`config.mk`:
```
export PLATFORM = sky130hd
export DESIGN_NAME = adc_frame_receiver_crc16
export DESIGN_NICKNAME = d
export VERILOG_FILES = /design/src/hdl/afrc_pkg.sv /design/src/hdl/afrc_front.sv /design/src/hdl/afrc_queue.sv /design/src/hdl/afrc_back.sv /design/src/hdl/adc_frame_receiver_crc16.sv
export SDC_FILE = /design/constraint.sdc
export NUM_CORES = 1
export LEC_CHECK = 0
export BUFFER_PORTS_ARGS = -buffer_cell sky130_fd_sc_hd__buf_4
export CORE_ASPECT_RATIO = 0.9
export CORE_MARGIN = 2
export CORE_UTILIZATION = 35
export CTS_BUF_LIST = sky130_fd_sc_hd__clkbuf_8
export CTS_CLUSTER_SIZE = 30
export DETAILED_ROUTE_END_ITERATION = 7
export SETUP_SLACK_MARGIN = 0.3
export SLEW_MARGIN = 10
export SYNTH_ARGS = -nofsm -noshare
export SYNTH_HDL_FRONTEND = slang
export SYNTH_SLANG_ARGS = --single-unit
```
`constraint.sdc`:
```
create_clock -name aclk -period 20.9 [get_ports aclk]
set_clock_uncertainty 0.15 [all_clocks]
set_input_delay 6.27 -clock aclk [delete_from_list [all_inputs] [get_ports aclk]]
set_output_delay 6.27 -clock aclk [all_outputs]
set_load 0.01 [all_outputs]
```
`src/hdl/afrc_pkg.sv`:
```
`default_nettype none
package afrc_pkg;

    // frame layout
    localparam int unsigned CHANNELS     = 4;
    localparam int unsigned COUNTER_BITS = 32;
    localparam int unsigned WORD_BYTES   = 3;
    localparam int unsigned FRAME_WORDS  = CHANNELS + 2;
    localparam int unsigned WORD_BITS    = $clog2(FRAME_WORDS);
    localparam int unsigned SUB_BITS     = $clog2(WORD_BYTES);
    localparam int unsigned CHAN_BITS    = (CHANNELS > 1) ? $clog2(CHANNELS) : 1;

    localparam logic [15:0] CRC_SEED = 16'hFFFF;
    localparam logic [15:0] CRC_POLY = 16'h1021;

    // queue between front and back
    localparam int unsigned QUEUE_DEPTH = 2;
    localparam int unsigned QPTR_BITS   = (QUEUE_DEPTH > 1) ? $clog2(QUEUE_DEPTH) : 1;
    localparam int unsigned QCNT_BITS   = $clog2(QUEUE_DEPTH + 1);

    // result packing, lowest bit first
    localparam int unsigned OUT_CHANNELS = 4;
    localparam int unsigned RESP_W       = 16;
    localparam int unsigned SAMPLE_W     = 24;
    localparam int unsigned CRC_W        = 16;
    localparam int unsigned COUNT_OUT_W  = 32;
    localparam int unsigned OFF_RESP     = 0;
    localparam int unsigned OFF_CH0      = OFF_RESP + RESP_W;
    localparam int unsigned OFF_CRC_RX   = OFF_CH0 + OUT_CHANNELS * SAMPLE_W;
    localparam int unsigned OFF_CRC_COMP = OFF_CRC_RX + CRC_W;
    localparam int unsigned OFF_CRC_OK   = OFF_CRC_COMP + CRC_W;
    localparam int unsigned OFF_FRAMES   = OFF_CRC_OK + 1;
    localparam int unsigned OFF_FAILS    = OFF_FRAMES + COUNT_OUT_W;
    localparam int unsigned RESULT_BITS  = OFF_FAILS + COUNT_OUT_W;
    localparam int unsigned TDATA_BITS   = ((RESULT_BITS + 7) / 8) * 8;

    typedef enum logic [1:0] {
        FIELD_RESPONSE,
        FIELD_CHANNEL,
        FIELD_CRC
    } field_t;

    // one classified byte, front to back
    typedef struct packed {
        logic [7:0]          data;
        logic                seed;
        logic                crc_en;
        field_t              field;
        logic [CHAN_BITS-1:0] chan;
        logic [SUB_BITS-1:0] sub;
        logic                last;
    } byte_cmd_t;

    typedef struct packed {
        logic full;
        logic empty;
    } queue_status_t;

    // CRC-16/CCITT-FALSE, one byte, MSB first
    function automatic logic [15:0] crc_byte(input logic [15:0] crc_in,
                                             input logic [7:0] b);
        logic [15:0] c;
        c = crc_in ^ {b, 8'h00};
        for (int k = 0; k < 8; k++) begin
            if (c[15]) begin
                c = {c[14:0], 1'b0} ^ CRC_POLY;
            end else begin
                c = {c[14:0], 1'b0};
            end
        end
        return c;
    endfunction

endpackage
`default_nettype wire

```
`src/hdl/afrc_front.sv`:
```
`default_nettype none
module afrc_front (
    input  wire logic                    aclk,
    input  wire logic                    aresetn,
    input  wire logic                    s_tvalid,
    output logic                         s_tready,
    input  wire logic [7:0]              s_tdata,   // rx_byte
    input  wire logic [0:0]              s_tuser,   // frame_start
    input  wire afrc_pkg::queue_status_t q_status,
    output logic                         push,
    output afrc_pkg::byte_cmd_t          cmd
);
    import afrc_pkg::*;

    logic [WORD_BITS-1:0] word_reg, word_next;
    logic [SUB_BITS-1:0]  sub_reg, sub_next;
    logic [WORD_BITS-1:0] word_cur;
    logic [SUB_BITS-1:0]  sub_cur;
    logic [WORD_BITS-1:0] chan_wide;

    assign s_tready = !q_status.full;
    assign push     = s_tvalid && s_tready;

    // frame start forces position back to byte 0
    assign word_cur  = s_tuser[0] ? '0 : word_reg;
    assign sub_cur   = s_tuser[0] ? '0 : sub_reg;
    assign chan_wide = word_cur - WORD_BITS'(1);

    always_comb begin
        cmd.data   = s_tdata;
        cmd.seed   = (word_cur == '0) && (sub_cur == '0);
        cmd.crc_en = (word_cur <= WORD_BITS'(CHANNELS));
        cmd.chan   = chan_wide[CHAN_BITS-1:0];
        cmd.sub    = sub_cur;
        cmd.last   = (word_cur == WORD_BITS'(FRAME_WORDS - 1)) &&
                     (sub_cur == SUB_BITS'(WORD_BYTES - 1));
        if (word_cur == '0) begin
            cmd.field = FIELD_RESPONSE;
        end else if (word_cur == WORD_BITS'(FRAME_WORDS - 1)) begin
            cmd.field = FIELD_CRC;
        end else begin
            cmd.field = FIELD_CHANNEL;
        end

        word_next = word_reg;
        sub_next  = sub_reg;
        if (push) begin
            if (cmd.last) begin
                word_next = '0;
                sub_next  = '0;
            end else if (sub_cur == SUB_BITS'(WORD_BYTES - 1)) begin
                word_next = word_cur + WORD_BITS'(1);
                sub_next  = '0;
            end else begin
                word_next = word_cur;
                sub_next  = sub_cur + SUB_BITS'(1);
            end
        end
    end

    always_ff @(posedge aclk) begin
        if (!aresetn) begin
            word_reg <= '0;
            sub_reg  <= '0;
        end else begin
            word_reg <= word_next;
            sub_reg  <= sub_next;
        end
    end

endmodule
`default_nettype wire

```
`src/hdl/afrc_queue.sv`:
```
`default_nettype none
module afrc_queue (
    input  wire logic                aclk,
    input  wire logic                aresetn,
    input  wire logic                push,
    input  wire afrc_pkg::byte_cmd_t push_cmd,
    input  wire logic                pop,
    output afrc_pkg::byte_cmd_t      head_cmd,
    output afrc_pkg::queue_status_t  status
);
    import afrc_pkg::*;

    byte_cmd_t              entry_reg [QUEUE_DEPTH];
    logic [QPTR_BITS-1:0]   wr_ptr_reg, wr_ptr_next;
    logic [QPTR_BITS-1:0]   rd_ptr_reg, rd_ptr_next;
    logic [QCNT_BITS-1:0]   count_reg, count_next;
    logic                   do_push, do_pop;

    assign status.full  = (count_reg == QCNT_BITS'(QUEUE_DEPTH));
    assign status.empty = (count_reg == '0);
    assign do_push      = push && !status.full;
    assign do_pop       = pop && !status.empty;
    assign head_cmd     = entry_reg[rd_ptr_reg];

    always_comb begin
        wr_ptr_next = wr_ptr_reg;
        rd_ptr_next = rd_ptr_reg;
        count_next  = count_reg;
        if (do_push) begin
            wr_ptr_next = (wr_ptr_reg == QPTR_BITS'(QUEUE_DEPTH - 1)) ? '0
                        : wr_ptr_reg + QPTR_BITS'(1);
        end
        if (do_pop) begin
            rd_ptr_next = (rd_ptr_reg == QPTR_BITS'(QUEUE_DEPTH - 1)) ? '0
                        : rd_ptr_reg + QPTR_BITS'(1);
        end
        if (do_push && !do_pop) begin
            count_next = count_reg + QCNT_BITS'(1);
        end else if (do_pop && !do_push) begin
            count_next = count_reg - QCNT_BITS'(1);
        end
    end

    always_ff @(posedge aclk) begin
        if (!aresetn) begin
            wr_ptr_reg <= '0;
            rd_ptr_reg <= '0;
            count_reg  <= '0;
        end else begin
            wr_ptr_reg <= wr_ptr_next;
            rd_ptr_reg <= rd_ptr_next;
            count_reg  <= count_next;
        end
    end

    always_ff @(posedge aclk) begin
        if (do_push) begin
            entry_reg[wr_ptr_reg] <= push_cmd;
        end
    end

endmodule
`default_nettype wire

```
`src/hdl/afrc_back.sv`:
```
`default_nettype none
module afrc_back (
    input  wire logic                                aclk,
    input  wire logic                                aresetn,
    input  wire afrc_pkg::queue_status_t             q_status,
    input  wire afrc_pkg::byte_cmd_t                 cmd,
    output logic                                     pop,
    output logic                                     m_tvalid,
    input  wire logic                                m_tready,
    output logic [afrc_pkg::TDATA_BITS-1:0]          m_tdata
);
    import afrc_pkg::*;

    logic [15:0]             crc_reg, crc_next;
    logic [15:0]             crc_cur, crc_new;
    logic [RESP_W-1:0]       resp_reg;
    logic [SAMPLE_W-1:0]     chan_reg [CHANNELS];
    logic [CRC_W-1:0]        crc_rx_reg;
    logic [COUNTER_BITS-1:0] frame_cnt_reg, frame_cnt_next;
    logic [COUNTER_BITS-1:0] err_cnt_reg, err_cnt_next;
    logic                    m_tvalid_reg, m_tvalid_next;
    logic [TDATA_BITS-1:0]   m_tdata_reg, m_tdata_next;
    logic [SAMPLE_W-1:0]     sample_slot [OUT_CHANNELS];
    logic                    crc_ok;
    logic                    emit;

    // a last byte needs the output register free or draining
    assign pop  = !q_status.empty && (!cmd.last || !m_tvalid_reg || m_tready);
    assign emit = pop && cmd.last;

    assign crc_cur = cmd.seed ? CRC_SEED : crc_reg;
    assign crc_new = cmd.crc_en ? crc_byte(crc_cur, cmd.data) : crc_cur;
    assign crc_ok  = (crc_rx_reg == crc_new);

    for (genvar c = 0; c < OUT_CHANNELS; c++) begin : g_slot
        if (c < CHANNELS) begin : g_used
            assign sample_slot[c] = chan_reg[c];
        end else begin : g_unused
            assign sample_slot[c] = '0;
        end
    end

    always_comb begin
        crc_next       = pop ? crc_new : crc_reg;
        frame_cnt_next = frame_cnt_reg;
        err_cnt_next   = err_cnt_reg;
        if (emit) begin
            frame_cnt_next = frame_cnt_reg + COUNTER_BITS'(1);
            if (!crc_ok) begin
                err_cnt_next = err_cnt_reg + COUNTER_BITS'(1);
            end
        end

        m_tdata_next = '0;
        m_tdata_next[OFF_RESP +: RESP_W] = resp_reg;
        for (int c = 0; c < OUT_CHANNELS; c++) begin
            m_tdata_next[OFF_CH0 + c * SAMPLE_W +: SAMPLE_W] = sample_slot[c];
        end
        m_tdata_next[OFF_CRC_RX +: CRC_W]        = crc_rx_reg;
        m_tdata_next[OFF_CRC_COMP +: CRC_W]      = crc_new;
        m_tdata_next[OFF_CRC_OK]                 = crc_ok;
        m_tdata_next[OFF_FRAMES +: COUNT_OUT_W]  = COUNT_OUT_W'(frame_cnt_next);
        m_tdata_next[OFF_FAILS +: COUNT_OUT_W]   = COUNT_OUT_W'(err_cnt_next);

        if (emit) begin
            m_tvalid_next = 1'b1;
        end else if (m_tready) begin
            m_tvalid_next = 1'b0;
        end else begin
            m_tvalid_next = m_tvalid_reg;
        end
    end

    always_ff @(posedge aclk) begin
        if (!aresetn) begin
            crc_reg       <= CRC_SEED;
            frame_cnt_reg <= '0;
            err_cnt_reg   <= '0;
            m_tvalid_reg  <= 1'b0;
        end else begin
            crc_reg       <= crc_next;
            frame_cnt_reg <= frame_cnt_next;
            err_cnt_reg   <= err_cnt_next;
            m_tvalid_reg  <= m_tvalid_next;
        end
    end

    // field capture, most significant byte first
    always_ff @(posedge aclk) begin
        if (emit) begin
            m_tdata_reg <= m_tdata_next;
        end
        if (pop) begin
            unique case (cmd.field)
                FIELD_RESPONSE: begin
                    if (cmd.sub == SUB_BITS'(0)) begin
                        resp_reg[15:8] <= cmd.data;
                    end else if (cmd.sub == SUB_BITS'(1)) begin
                        resp_reg[7:0] <= cmd.data;
                    end
                end
                FIELD_CHANNEL: begin
                    for (int c = 0; c < CHANNELS; c++) begin
                        if (cmd.chan == CHAN_BITS'(c)) begin
                            if (cmd.sub == SUB_BITS'(0)) begin
                                chan_reg[c][23:16] <= cmd.data;
                            end else if (cmd.sub == SUB_BITS'(1)) begin
                                chan_reg[c][15:8] <= cmd.data;
                            end else begin
                                chan_reg[c][7:0] <= cmd.data;
                            end
                        end
                    end
                end
                FIELD_CRC: begin
                    if (cmd.sub == SUB_BITS'(0)) begin
                        crc_rx_reg[15:8] <= cmd.data;
                    end else if (cmd.sub == SUB_BITS'(1)) begin
                        crc_rx_reg[7:0] <= cmd.data;
                    end
                end
                default: begin
                end
            endcase
        end
    end

    assign m_tvalid = m_tvalid_reg;
    assign m_tdata  = m_tdata_reg;

endmodule
`default_nettype wire

```
`src/hdl/adc_frame_receiver_crc16.sv`:
```
`default_nettype none
// ADC frame receiver: takes one received frame byte per item (frame_start in
// s_tuser restarts the frame at that byte) and, after the eighteenth byte of a
// frame, delivers one result with the response word, four 24-bit samples,
// received and computed CRC-16/CCITT-FALSE, the match flag and wrapping frame
// and CRC-failure counts. A byte is accepted every cycle while the result side
// keeps up; the last byte of a frame passes through the queue, and m_tvalid is
// registered when the back stage takes it. Throughput is set by the byte-wide
// CRC update in the back stage, one byte per clock while no last byte waits on
// the output; a two-item queue between classifier and back stage absorbs stalls.
module adc_frame_receiver_crc16 (
    input  wire logic                             aclk,
    input  wire logic                             aresetn,
    input  wire logic                             s_tvalid,
    output logic                                  s_tready,
    input  wire logic [7:0]                       s_tdata,  // [7:0] rx_byte
    input  wire logic [0:0]                       s_tuser,  // [0] frame_start
    output logic                                  m_tvalid,
    input  wire logic                             m_tready,
    // response_word, sample_ch0..3, crc_received, crc_computed, crc_ok,
    // frames_seen, crc_failures; zero fill to 216 bits
    output logic [afrc_pkg::TDATA_BITS-1:0]       m_tdata
);
    import afrc_pkg::*;

    queue_status_t q_status;
    byte_cmd_t     push_cmd;
    byte_cmd_t     head_cmd;
    logic          push;
    logic          pop;

    afrc_front u_front (
        .aclk     (aclk),
        .aresetn  (aresetn),
        .s_tvalid (s_tvalid),
        .s_tready (s_tready),
        .s_tdata  (s_tdata),
        .s_tuser  (s_tuser),
        .q_status (q_status),
        .push     (push),
        .cmd      (push_cmd)
    );

    afrc_queue u_queue (
        .aclk     (aclk),
        .aresetn  (aresetn),
        .push     (push),
        .push_cmd (push_cmd),
        .pop      (pop),
        .head_cmd (head_cmd),
        .status   (q_status)
    );

    afrc_back u_back (
        .aclk     (aclk),
        .aresetn  (aresetn),
        .q_status (q_status),
        .cmd      (head_cmd),
        .pop      (pop),
        .m_tvalid (m_tvalid),
        .m_tready (m_tready),
        .m_tdata  (m_tdata)
    );

    a_crc_flag: assert property (@(posedge aclk) disable iff (!aresetn)
        m_tvalid |-> (m_tdata[OFF_CRC_OK] ==
                      (m_tdata[OFF_CRC_RX +: CRC_W] == m_tdata[OFF_CRC_COMP +: CRC_W])))
        else $error("crc_ok disagrees with the CRC fields");

    a_queue_state: assert property (@(posedge aclk) disable iff (!aresetn)
        !(q_status.full && q_status.empty))
        else $error("queue both full and empty");

    a_pop_nonempty: assert property (@(posedge aclk) disable iff (!aresetn)
        pop |-> !q_status.empty)
        else $error("back stage took an item from an empty queue");

    a_reset_idle: assert property (@(posedge aclk)
        !aresetn |=> !m_tvalid)
        else $error("result valid straight after reset");

endmodule
`default_nettype wire

```
After elaboration in Yosys (flattened, before gate mapping). Memories as Yosys holds them, arrays and structs flattened. A register that Yosys moved wholly into a read port is not among the register bits. Index checks and enable logic that the tools add are counted.

$add $sub $neg: 9. Multipliers: 0. Div/mod/pow operators: 0. Order comparisons: 1. Equal/unequal tests: 10. Shift-type cells: 0. Muxes and demuxes: 93. Bitwise operators: 10. Reduce and logical (&&, ||, !) cells: 32.

Operators by type and width (number): 2-to-1 mux 13 bit (8); 2-to-1 mux 32 bit (3); 2-to-1 mux 24 bit (3); OR reduction 24 bit (3); adder 32 x 1 -> 32 bit (second input constant) (2); 2-to-1 mux 1 bit (61); 2-to-1 mux 16 bit (2); NOT 3 bit (8); 2-to-1 mux 2 bit (10); 2-to-1 mux 3 bit (6); equality test 16 bit (1); bitwise XOR 16 bit (1); equality test 2 bit (second input constant) (5); zero test 2 bit (5); logical AND 1 bit (9); AND reduction 4 bit (2); equality test 2 x 1 -> 1 bit (second input constant) (3); zero test 1 bit (6); AND reduction 3 bit (2); adder 2 x 1 -> 2 bit (second input constant) (2); nonzero test 2 bit (2); subtractor 2 x 1 -> 2 bit (second input constant) (2); adder 3 x 1 -> 3 bit (second input constant) (1); equality test 3 bit (second input constant) (1); 5 further kinds (7).

Register bits after elaboration: 331. Bits in latches: 0. Memory bits (writable): 130. Memory bits (read-only): 0. Input port bits: 13. Output and inout bits: 218. Logic and storage cells: 171. Memories kept: 2.

Memory list: u_back.chan_reg (words 4, bits a word 24, rd ports 4, clocked after memory_dff 4, wr ports 1, line afrc_back.sv:17) `logic [SAMPLE_W-1:0] chan_reg [CHANNELS];`; u_queue.entry_reg (words 2, bits a word 17, rd ports 1, clocked after memory_dff 1, wr ports 1, line afrc_queue.sv:13) `byte_cmd_t entry_reg [QUEUE_DEPTH];`.

Logic depth before layout (Yosys ltp). Gate-level depths: netlist of run 1.

Word-level depth: 22. Mapped depth: 16. Gate-level depth less buffers: 11.

Cells and area by module. A second synthesis of run 1 with hierarchy kept.

Cell total of the unflattened synthesis: 1155. Area total of the unflattened synthesis: 17449.2 um2.

By module, submodules not included: afrc_back (times used 1, cells an instance 1024, area each 15572.4 um2, sequential area each 11741.3 um2); afrc_queue (times used 1, cells an instance 78, area each 1458.9 um2, sequential area each 1121.1 um2); afrc_front (times used 1, cells an instance 53, area each 417.9 um2, sequential area each 100.1 um2).

Worst setup path before layout of run 1. OpenSTA, ideal clock, no wires.

Kind: input to register. Start: input port m_tready. End: register u_back.m_tdata_reg[202], in the netlist u_back.m_tdata[202] (data pin). Setup time: 258 ps. Arrival: 10835 ps. Data required time: 20492 ps. Path slack: 9657 ps. Cell stages on the path: 11. Path buffers: 1. Path through: nor2b_1 > or3_1 > buf_2 > inv_2 > nand4_1 > inv_2 > nand2_1 > nor2_1 > nand2_1 > or3_1 > xnor2_1.

Longest elaborated chain between the ends: 4.

RTL lines: start: declaration (line adc_frame_receiver_crc16.sv:19) `input wire logic m_tready,`; logical OR 1 bit (line afrc_back.sv:28) `assign pop = !q_status.empty && (!cmd.last || !m_tvalid_reg || m_tready);`; logical AND 1 bit (line afrc_back.sv:28); logical AND 1 bit (line afrc_back.sv:29) `assign emit = pop && cmd.last;`; via u_back.emit (line afrc_back.sv:25) `logic emit;`; 2-to-1 mux 32 bit (line afrc_back.sv:47) `if (emit) begin`; via u_back.err_cnt_next[25] (line afrc_back.sv:20) `logic [COUNTER_BITS-1:0] err_cnt_reg, err_cnt_next;`; end signal: assignment (line afrc_back.sv:91) `m_tdata_reg <= m_tdata_next;`; end: declaration (line afrc_back.sv:22) `logic [TDATA_BITS-1:0] m_tdata_reg, m_tdata_next;`.

The timed path passes the listed nets, and every way through them passes these cells. A chain may end at the register's enable or synchronous reset.

Worst setup path in the final report of run 1. Ends and elaborated chain as after synthesis.

==> results of run 1 <==
layout make-up:
cell class | count | area (um^2)
Tap cell | 680 | 850.8
Multi-Input combinational cell | 682 | 4514
Fill cell | 4622 | 28700
Clock inverter | 60 | 359.1
Inverter | 37 | 146.4
Sequential cell | 462 | 12960
Antenna cell | 3 | 7.507
Timing Repair Buffer | 228 | 1712
Clock buffer | 80 | 1101
metrics by stage:
step	setup slack (ps)	instance area, um^2
2_1_floorplan	9657	17880
3_3_place_gp	10820	20190
3_5_place_dp	10690	20190
4_1_cts	11380	21650
5_1_grt	11050	21650
6_report	11360	21650
worst min path at each step:
stage / startpoint / end / slack [ps] / cells past startpoint
6_report: u_back.chan_reg[0][12]$_DFFE_PP_ / m_tdata[28]$_DFFE_PP_ / 240 / 0
3_5_place_dp: u_back.chan_reg[3][15]$_DFFE_PP_ / m_tdata[103]$_DFFE_PP_ / 250 / 0
2_1_floorplan: u_back.chan_reg[3][12]$_DFFE_PP_ / m_tdata[100]$_DFFE_PP_ / 250 / 0
3_3_place_gp: u_back.chan_reg[2][11]$_DFFE_PP_ / m_tdata[75]$_DFFE_PP_ / 250 / 0
4_1_cts: u_back.resp_reg[1]$_DFFE_PP_ / u_back.m_tdata[1]$_DFFE_PP_ / 250 / 0
5_1_grt: u_back.chan_reg[0][7]$_DFFE_PP_ / m_tdata[23]$_DFFE_PP_ / 250 / 0
logic make-up (layout without fill, tap and decap cells):
family,count (synthesis),after routing
muxes,41,41
and+or+nand+nor,407,407
xor gates and xnor gates,74,74
AOI/OAI and AO/OA,147,147
adders and majority gates,6,6
buffers and inverters,85,405
DFF,462,462
other,1,10
where the power goes:
group,internal [mW],switching [mW]
clock,0.388,0.363
sequential,1.20,0.0730
combinational,0.245,0.414
Yosys cell counts (all sizes together), types with 4 or more instances:
library cell,n
edfxtp,371
nand2,97
dfxtp,91
nor2,88
xnor2,59
inv,37
nand3,36
and2,35
a21oi,34
mux2i,34
buf,28
o21ai,28
nand2b,27
and3,20
clkbuf,20
nor3,17
or3,15
xor2,14
nand3b,12
nand4,10
nand4b,9
nor2b,8
a211oi,7
mux2,7
nor3b,7
or3b,7
ha,6
or2,6
o211ai,5
o31ai,5
or4,5
a21o,4
a22o,4
a311oi,4
and4,4
o21a,4
o22ai,4
o32ai,4
worst max-delay path, cell delays in order:
cell,delay [ps]
buf_4,90
nor2b_1,70
or3_1,580
inv_8,690
nand4_1,290
inv_2,110
nand2_1,80
nor2_1,660
nand2_1,290
or3_1,420
xnor2_1,140
per-layer routing:
metal	up-vias	track usage (%)	part of all wire, %
li1	5068	-	-
met1	5193	19.83	43
met2	319	25.31	48
met3	92	4.581	6.7
met4	10	5.885	2.7
met5	-	0	0.17
==> flow_summary.yaml, run 1 <==
timing:
  slew_viol_final: 0
  hold_viol_final: 0
  slew_headroom_pct: 20.91
  finalSetupViolCount: 0
  finalCriticalPeriod_ps: 9543
  setup_tns_ps: 0
  worst_hold_slack_ps: 235.7
  rsz0062_at_grt: "no"
  timing.fmax_mhz: 104.8
  worst_slew_pin_slew_ps: 1153
  post-route-period-util_pct: 45.66
detailed_routing:
  wl_um: 41490
  drc: 0
  drtIter0Drc: 769
  postRouteAntennaNets: 0
  vias: 10680
  vias_per_cell: 4.786
  wl_per_cell_um: 18.59
  drtPass1Iterations: 5
cells_and_area:
  largest_reg_flops: 113
  layout_commonest_cell: "edfxtp_1"
  final_util_pct: 43.00
  layout_common_cells: "edfxtp_1, buf_4, nand2_1"
  nNetsFinal: 1508
  final_cells: 2232
  layout-drive-gt1-share_pct: 24.02
  syn2layout_area_growth_pct: 21.26
clock_tree:
  post_cts_buffers: 0
  root_buffer: "clkbuf_8"
  cts_resized: 0
  cts_tree: "built"
  hold_buffers: 0
  cts.sinks: 462
  cts_buffer_depth: 3
  cts_buffers: 78
  path_clk_slew_ps: 60
  htreeDepth: 3
  worstSkewPairLatency_ps: 660
pwr:
  power_mw: 2.685
  p_per_area_nw_per_um2: 124.0
  power.leakage_nw: 8.040
  ir_drop_mv: 0.04557
placement:
  gp_congestion: 0.8572
  io_buffers: 223
  place_hpwl_um: 27120
  dp.cells: 2089
synthesis:
  syn_avg_cell_area_um2: 14.60
  synthAdderAreaFrac_pct: 0.4204
  synth_edf_count: 371
  synthArstFlopShare_pct: 0
  synth_cell_types: 95
  ys_warn_count: 0
  yosys.area_share.xor_xnor_pct: 3.790
  seq_area_frac_synth_pct: 72.58
  ys.flop_type: "edfxtp_1"
  post-synth-top-area-cell: "edfxtp_1"
  muxShareOfSynthArea_pct: 2.410
  yosys-top-cells-area: "edfxtp_1, dfxtp_1, xnor2_1"
  yosysTopAreaCellShare_pct: 62.38
  syn-cell-area_um2: 17860
  syn_inst: 1223
  synth-simple-area-share_pct: 12.21
  ys_ff_latch: 462
  synth_top_family_by_area: "simple AND/OR/NAND/NOR gates"
  synth_compound_area_share_pct: 6.278
setup_path:
  r2r_end: "u_back.m_tdata[195]$_DFFE_PP_"
  r2r_setup_slack_ps: 15860
  worstSetupPathType: "in -> reg"
  worstPathMaxFanout: 136
  crit_end: "u_back.m_tdata[202]$_DFFE_PP_"
  critPathArrivalTime_ps: 9760
  critPathCaptureType: "flip-flop"
  startpoint: "m_tready"
  critical_path_required_ps: 21120
  start_kind: "input pin"
  r2r_cells: 10
global_route:
  grt_use_total_pct: 15.60
  grt_overflow: 0
  grt_pass1_wl_um: 62450
  grt_max_degree: 137
  antenna_found_initial: 7
  grt_pass1_vias: 10550
floorplanning:
  row_count: 78
  core-area_um2: 50360
  die-area_um2: 52850
  io_pins: 231
  start_util_pct: 35.46
  die_h_um: 218.3
  die_w_um: 242.1
run:
  drv_cap: 0
min_path:
  hold_path_class: "reg -> reg"
outcome:
  status: "completed"
Note: power is estimated with default switching activity, not from simulation.
==> run 2, diff against run 1 <==
Clock period 20.9 ns to 9.48 ns, I/O delays scaled along.
==> run 2 against run 1 <==
Against the previous run: first-iteration DRC count rose by 13%; power rose by 120%; die area stayed put; worst setup slack got worse by 7600 ps; non-clock buffer count grew 1; register-to-register slack got worse by 12000 ps; wire length is 0.92% higher; count of clock-buffer cells in the layout is 1 lower; sequential power rose by 120%; sequential share of layout area rose by 0.15 points; largest cell class unchanged.
==> flow_summary.yaml, run 2 (same netlist as run 1, synthesis figures left out) <==
clock_tree:
  cts_tree: "built"
  hold_buffers: 0
  post_cts_buffers: 0
  cts_resized: 0
  path_clk_slew_ps: 60
  cts_buffer_depth: 3
  htreeDepth: 3
  cts_buffers: 77
  worstSkewPairLatency_ps: 660
  cts.sinks: 462
  root_buffer: "clkbuf_8"
floorplanning:
  die_h_um: 218.3
  row_count: 78
  die_w_um: 242.1
  core-area_um2: 50360
  start_util_pct: 35.46
  io_pins: 231
  die-area_um2: 52850
cells_and_area:
  layout_common_cells: "edfxtp_1, buf_4, nand2_1"
  layout-drive-gt1-share_pct: 23.98
  final_util_pct: 42.89
  nFillCells: 4608
  diodes: 0
  final_cells: 2227
  syn2layout_area_growth_pct: 20.95
  largest_reg_flops: 113
  layout_commonest_cell: "edfxtp_1"
  nNetsFinal: 1508
timing:
  setup_tns_ps: 0
  post-route-period-util_pct: 60.72
  slew_viol_final: 0
  hold_viol_final: 0
  finalCriticalPeriod_ps: 5757
  worst_slew_pin_slew_ps: 1156
  timing.fmax_mhz: 173.7
  finalSetupViolCount: 0
  rsz0062_at_grt: "no"
  fin_ws_ps: 3723
  slew_headroom_pct: 20.76
min_path:
  hold_path_class: "reg -> reg"
  min_to: "m_tdata[20]$_DFFE_PP_"
  min_from: "u_back.chan_reg[0][4]$_DFFE_PP_"
  hold_depth: 0
run:
  drv_cap: 0
placement:
  gp_congestion: 0.8471
  io_buffers: 223
  dp.cells: 2090
  place_hpwl_um: 27290
  dpl_worst_slack_ps: 3023
global_route:
  use_met3_pct: 4.458
  grt_pass1_vias: 10590
  grt-busiest-layer: "met2"
  grt_pass1_wl_um: 62930
  antenna_found_initial: 3
  grt_max_degree: 90
  global_route.usage.met2_pct: 24.99
  met1_usage_pct: 20.48
  grt_use_total_pct: 15.75
  grt_overflow: 0
setup_path:
  start_kind: "input pin"
  path_cells: "buf_4 -> nor2b_1 -> or3_1 -> inv_8 -> nand4_1 -> inv_2 -> nand2_1 -> nor2_1 -> nand2_1 -> or3_1 -> xnor2_1"
  critPathCaptureType: "flip-flop"
  cpLargestDelayFamily: "simple AND/OR/NAND/NOR gates"
  slowest_stage: "nor2_1"
  worstSetupPathType: "in -> reg"
  worstPathMaxFanout: 77
  r2r_cells: 10
  r2r_setup_slack_ps: 4360
  cp_slowest_stage_delay_ps: 640
  r2r_end: "u_back.m_tdata[195]$_DFFE_PP_"
  critPathArrivalTime_ps: 6000
  path_buf_inv: 3
  critical_path_required_ps: 9730
detailed_routing:
  wl_um: 41880
  vias_per_cell: 4.834
  wl_per_cell_um: 18.80
  postRouteAntennaNets: 0
  drc: 0
  drtIter0Drc: 867
  vias: 10770
  drtPass1Iterations: 5
pwr:
  power.leakage_nw: 8.012
  ir_drop_mv: 0.09475
  p_per_area_nw_per_um2: 271.8
outcome:
  status: "completed"
run 2: cell count changes in the layout (fill, tap and decap cells not counted), sizes merged:
cell    change
diode       -3
inv         -2
buf         +1
bufinv      -1
clkbuf      -1
clkinv      +1
run 2: worst reg2reg max path, delay by kind of cell, from the launching register on:
kind / cells / cell delay [ps]
compound gates: 3 / 1030
xor+xnor: 2 / 730
buf+inv: 1 / 500
flops: 1 / 310
mux: 2 / 1310
simple gates: 2 / 820
run 2: layout make-up:
cell class | count | area [um^2] | share of cell area, %
clock buffers | 79 | 1087 | 5.034
clock inverters | 58 | 317.8 | 1.471
repair buffers | 229 | 1719 | 7.959
multi-input cells | 682 | 4514 | 20.90
well taps | 680 | 850.8 | 3.939
flip-flops and latches | 462 | 12960 | 60.02
inverters | 37 | 146.4 | 0.6777
run 2: per-stage QoR:
step,power (mW),hold slack (ps),cell area [um^2]
after floorplan,3.645,250.3,17880
after global routing,6.179,234.5,21600
after global placement,4.297,250.9,20190
after detailed placement,4.324,254.5,20190
after CTS,5.958,220.6,21600
final,5.871,230.2,21600
run 2: worst max path at each step:
| stage | depth (start not counted) | to | slack (ps) | startpoint |
|---|---|---|---|---|
| after floorplan | 11 | u_back.m_tdata[202]$_DFFE_PP_ | 1660 | m_tready |
| after global placement | 6 | m_tdata[40]$_DFFE_PP_ | 3130 | m_tready |
| after detailed placement | 6 | m_tdata[44]$_DFFE_PP_ | 3020 | m_tready |
| after CTS | 11 | u_back.m_tdata[202]$_DFFE_PP_ | 3740 | m_tready |
| after global routing | 11 | u_back.m_tdata[202]$_DFFE_PP_ | 3440 | m_tready |
| final | 11 | u_back.m_tdata[202]$_DFFE_PP_ | 3720 | m_tready |
run 2: layer usage:
metal / vias to the layer above / wire, um / part of all wire, %
met1: 5308 / 18080 / 43
met2: 314 / 19840 / 47
li1: 5056 / - / -
met4: 6 / 1086 / 2.6
met5: - / 43 / 0.10
met3: 81 / 2828 / 6.8
run 2: where the power goes:
group          switching [mW]  internal (mW)
Sequential              0.162           2.65
Clock                   0.791          0.815
Combinational           0.913          0.543
Total                    1.87           4.00
